$ cat src/rtl/phkc_pkg.sv
// Package with shared constants and types of the pinned hash-keyed cache.
package phkc_pkg;

	// Default number of slots in the table.
	localparam int ENTRIES_DEF = 32;

	// Field widths fixed by the item format.
	localparam int KEY_W    = 256;
	localparam int WORD_W   = 64;
	localparam int LANE_W   = 2;
	localparam int HANDLE_W = 32;
	localparam int KIND_W   = 2;
	localparam int SLOT_W   = 5;

	// Operation codes carried in the kind field.
	localparam logic [KIND_W-1:0] KIND_LOOKUP = 2'd0;
	localparam logic [KIND_W-1:0] KIND_PUT    = 2'd1;
	localparam logic [KIND_W-1:0] KIND_PIN    = 2'd2;

	// Commands from the controller to the datapath.
	typedef struct packed {
		logic load;
		logic compare;
		logic select;
		logic act;
	} phkc_cmd_t;

endpackage

$ cat src/rtl/phkc_ctrl.sv
// Controller state machine that sequences one item through the datapath.
module phkc_ctrl (
	input  logic                clk,
	input  logic                arst_n,
	input  logic                start,
	output logic                busy,
	output logic                done,
	output phkc_pkg::phkc_cmd_t cmd
);

	localparam logic [2:0] S_IDLE = 3'd0;
	localparam logic [2:0] S_CMP  = 3'd1;
	localparam logic [2:0] S_SEL  = 3'd2;
	localparam logic [2:0] S_ACT  = 3'd3;
	localparam logic [2:0] S_DONE = 3'd4;

	logic [2:0] state_q;
	logic [2:0] state_d;

	// Next state: a fixed walk from compare to the result cycle.
	always_comb begin
		state_d = state_q;
		case (state_q)
			S_IDLE: begin
				if (start) state_d = S_CMP;
			end
			S_CMP:  state_d = S_SEL;
			S_SEL:  state_d = S_ACT;
			S_ACT:  state_d = S_DONE;
			S_DONE: state_d = S_IDLE;
			default: state_d = S_IDLE;
		endcase
	end

	// State register.
	always_ff @(posedge clk or negedge arst_n) begin
		if (!arst_n) begin
			state_q <= S_IDLE;
		end else begin
			state_q <= state_d;
		end
	end

	// Commands and handshake outputs decoded from the state.
	always_comb begin
		cmd.load    = (state_q == S_IDLE) && start;
		cmd.compare = (state_q == S_CMP);
		cmd.select  = (state_q == S_SEL);
		cmd.act     = (state_q == S_ACT);
		busy        = (state_q != S_IDLE);
		done        = (state_q == S_DONE);
	end

endmodule

$ cat config.mk
export PLATFORM = sky130hd
export DESIGN_NAME = phkc_ctrl
export DESIGN_NICKNAME = d
export VERILOG_FILES = /design/src/rtl/phkc_pkg.sv /design/src/rtl/phkc_ctrl.sv
export SDC_FILE = /design/constraint.sdc
export NUM_CORES = 1
export LEC_CHECK = 0
export BUFFER_PORTS_ARGS = -buffer_cell sky130_fd_sc_hd__clkbuf_2
export CAP_MARGIN = 40
export CORE_AREA = 4 4 41 43
export DETAILED_ROUTE_END_ITERATION = 10
export DIE_AREA = 0 0 45 47
export PLACE_DENSITY = 0.42
export SYNTH_ARGS = -nofsm -noshare
export SYNTH_HDL_FRONTEND = slang
export SYNTH_SLANG_ARGS = --single-unit
$ cat constraint.sdc
create_clock -name clk -period 1.8 [get_ports clk]
set_clock_uncertainty 0.2 [all_clocks]
set_input_delay 0.36 -clock clk [delete_from_list [all_inputs] [get_ports clk]]
set_output_delay 0.36 -clock clk [all_outputs]
set_load 0.01 [all_outputs]
Word-level counts from Yosys, hierarchy flattened
Cells that the tools add are included.

$add $sub $neg: 0. $mul: 0. Divide/modulo/power cells: 0. Order comparisons: 0. Equality and inequality tests: 5. Shift operators: 0. Mux-type cells: 2. Bitwise logic cells: 0. Reductions and logical operators: 3.

Operators by type and width (number): $pmux 3 s4 (1); $eq 3x2->1 const B (2); $eq 3x1->1 const B (1); $eq 3x3->1 const B (1); $logic_not 3->1 (1); $mux 3 (1); $reduce_bool 3->1 (1); $ne 2x2->1 const B (1); $logic_and 1x1->1 (1).

Bits in registers: 3. Bits in latches: 0. Memory bits (writable): 0. Memory bits (read-only): 0. Input bits: 3. Output and inout port bits: 6. Memories kept: 0.

Depth between registers and ports, before layout
Word-level depth: 2. Depth in mapped cells: 3. Depth with buffers taken out: 2.

Worst setup path after synthesis
OpenSTA, ideal clock, no wires.

Path type: register to output. Start: reg state_q[0]. End: out cmd[3] in the netlist's numbering. Data arrival time: 1008 ps. Required time: 1240 ps. Setup slack: 232 ps. Stages on the path, launching flop included: 4. Path buffers: 1. Cell sequence: dfrtp_1 -> clkbuf_2 -> or3_4 -> nor2_2.

RTL lines: from (decl) (RTL line phkc_ctrl.sv:17) `logic [2:0] state_q;`; from (signal assigned) (RTL line phkc_ctrl.sv:40) `state_q <= state_d;`; to (decl) (RTL line phkc_ctrl.sv:8) `output phkc_pkg::phkc_cmd_t cmd`.

==> impl_metrics.csv <==
group,metric,value,unit
critical_path,arrival,1210,ps
layout,largest_reg_flops,3,
critical_path,worstReg2RegEnd,"state_q[1]$_DFFE_PN0P_",
synth,syn_area_per_cell,10.3,µm²
route,drcViolationCount,0,
clocking,htreeDepth,1,
run_status,outcome,"completed",
clocking,clkTransAtPathRegs,30,ps
critical_path,cp.required,1240,ps
min_path,hold_path_end,"state_q[0]$_DFFE_PN0P_",
power_and_ir_drop,power,0.543,mW
layout,top_register,"state_q",
layout,final_common_cell,"clkbuf_2",
floorplan,rows,13,
critical_path,regToRegSetupSlack,740,ps
critical_path,cp_slowest_stage_delay,400,ps
floorplan,die-width,45,µm
power_and_ir_drop,ir_worst_vdd,0.000394,V
global_routing,grt.overflow.total,0,
route,totalWireLength,398,µm
floorplan,io_pins,9,
critical_path,worstSetupPathType,"flip-flop to primary output",
synth,ys_seq_area_share,45.5,%
global_routing,grtUsageTotal,4.99,%
power_and_ir_drop,p_sw,0.196,mW
route,first_iter_violations,0,
timing,max_freq,0.564,GHz
timing,grt_setup_unrepaired,"yes",
critical_path,reg2reg_depth,3,
placement,io_buffer_count,8,
clocking,cts_buffer_depth,2,
clocking,ctsRootBufferMaster,"clkbuf_4",
synth,synth_cell_types,10,
floorplan,start_util,12.7,%
critical_path,cp_max_fo,2,
power_and_ir_drop,power_frac_seq,23.1,%
critical_path,worstSetupEndpointType,"primary output",
layout,diodes,0,
layout,top_regs,"state_q (3)",
timing,slew_viol_final,0,
synth,ys_warn_count,0,
clocking,numCtsBuffers,3,
clocking,clock_sinks,3,
power_and_ir_drop,internal-power,0.347,mW
timing,max_slew_margin,88.7,%
placement,routabilityCongestion,0.755,
floorplan,core_area,1300,µm²
synth,syn_inst,16,
timing,period_minus_slack,1770,ps
timing,tightest_slew,168,ps
clocking,clock_latency,230,ps
global_routing,grt_pass1_vias,175,
route,vias,166,
route,post_drt_wl_per_cell,8.65,µm
power_and_ir_drop,p_per_area,1930,nW/µm²
route,avgViaCountPerCell,3.61,
timing,fin_crit_sh,98.6,%
synth,netlist_area,165,µm²
layout,drive_gt1_share,67.7,%
power_and_ir_drop,leakage,0.138,nW
power_and_ir_drop,switching_share,36.1,%
critical_path,cpMaxStageDelayCell,"dfrtp_2",
critical_path,startpoint_type,"flip-flop",
global_routing,antenna_found_initial,0,
floorplan,dieArea,2120,µm²
synth,syn_nets,19,
layout,mostFrequentLayoutCells,"7 x clkbuf_2, 3 x nor3b_1, 3 x clkbuf_4, 3 x buf_4, 3 x dfrtp_2",
power_and_ir_drop,combPwrFrac,55.2,%
route,ant_nets,0,
timing,setup_viol,0,
route,dr.pass1.iters,1,
min_path,min_path_type,"primary input to flip-flop",
synth,yosys_register_bits,3,
global_routing,grt_max_degree,8,
timing,hold_ws,204,ps
clocking,cts_tree,"built",
timing,setup_tns,0,ps
global_routing,grt_pass1_wl,669,µm
min_path,min_from,"start",
min_path,holdPathStages,3,
job,maxCapViolCount,0,
layout,syn2layout_area_growth,70.5,%
power_and_ir_drop,clkPwrFrac,21.7,%
floorplan,die_y,47,µm
timing,hold_viol,0,
placement,post-dp-hpwl,272,µm
layout,layout.nets,35,
critical_path,path_cells,"or3_4, nor2_2, buf_2",
critical_path,rr_startpoint,"state_q[0]$_DFFE_PN0P_",
[routing by layer]
metal	part of all wire [%]	global-route usage [%]	wire, µm	vias up
met5	0	0	0	-
met4	3.8	8.77	15	0
met3	1.8	1.15	7	2
met2	65	8.19	257	3
met1	30	3.66	118	78
li1	-	-	-	83
[timing repair]
item                                    CTS  global route
pin swaps                                 0             1
buffers inserted                          3             0
endpoints found under the setup margin    1             1
resized for setup                         3             1
hold buffers                              1             0
endpoints found under the hold margin     3             0
[through the flow]
| stage | setup WS [ps] | std cells | utilization [%] | instance area, µm² |
|---|---|---|---|---|
| 4_1_cts | -1.81 | 46 | 21.6 | 282 |
| 3_5_place_dp | 183 | 38 | 16.8 | 219 |
| 6_report | 25.8 | 46 | 21.6 | 282 |
| 3_3_place_gp | 199 | 38 | 16.8 | 219 |
| 2_1_floorplan | 232 | 16 | - | 165 |
| 5_1_grt | -21.7 | 46 | 21.6 | 282 |
[critical path, delay by kind of cell (launching register included)]
| kind | cells | cell delay [ps] |
|---|---|---|
| flip-flops | 1 | 400 |
| AND/OR/NAND/NOR | 2 | 460 |
| buffers and inverters | 1 | 120 |
[cell usage after synthesis, drive strengths merged]
cell type  instances  area [µm²]
and3b              2        20.0
clkbuf             1        5.00
dfrtp              3        75.1
inv                1        3.75
nor2               3        13.8
nor3               1        5.00
nor3b              3        22.5
or3                1        11.3
xnor2              1        8.76
[cells by family (layout without fill, tap and decap cells)]
logic type / count (synthesis) / after routing / share of synthesized area, %
AND/OR/NAND/NOR: 10 / 10 / 43.9
flip-flops: 3 / 3 / 45.5
buffers and inverters: 2 / 17 / 5.30
XOR/XNOR: 1 / 1 / 5.30
[how the worst max path moves through the flow]
stage | from | end | slack, ps | cells after the start
2_1_floorplan | state_q[0]$_DFFE_PN0P_ | cmd[3] | 230 | 3
3_3_place_gp | state_q[2]$_DFFE_PN0P_ | cmd[3] | 200 | 3
3_5_place_dp | state_q[2]$_DFFE_PN0P_ | cmd[3] | 180 | 3
4_1_cts | state_q[2]$_DFFE_PN0P_ | cmd[3] | -2 | 3
5_1_grt | state_q[1]$_DFFE_PN0P_ | cmd[3] | -20 | 3
6_report | state_q[1]$_DFFE_PN0P_ | cmd[3] | 30 | 3
[final cells by class]
| class | count | area [µm²] |
|---|---|---|
| Fill cell | 158 | 1020 |
| Multi-Input combinational cell | 11 | 81.3 |
| Sequential cell | 3 | 78.8 |
| Timing Repair Buffer | 12 | 72.6 |
| Clock buffer | 4 | 26.3 |
| Tap cell | 15 | 18.8 |
| Inverter | 1 | 3.75 |
[power by group through the flow]
stage | combinational, mW | clock (mW) | sequential (mW)
finish | 0.300 | 0.118 | 0.125
global route | 0.331 | 0.129 | 0.127
CTS | 0.306 | 0.126 | 0.125
detailed placement | 0.214 | 0 | 0.162
global placement | 0.213 | 0 | 0.157
floorplan | 0.167 | 0 | 0.132
(Power assumes the default switching activity.)
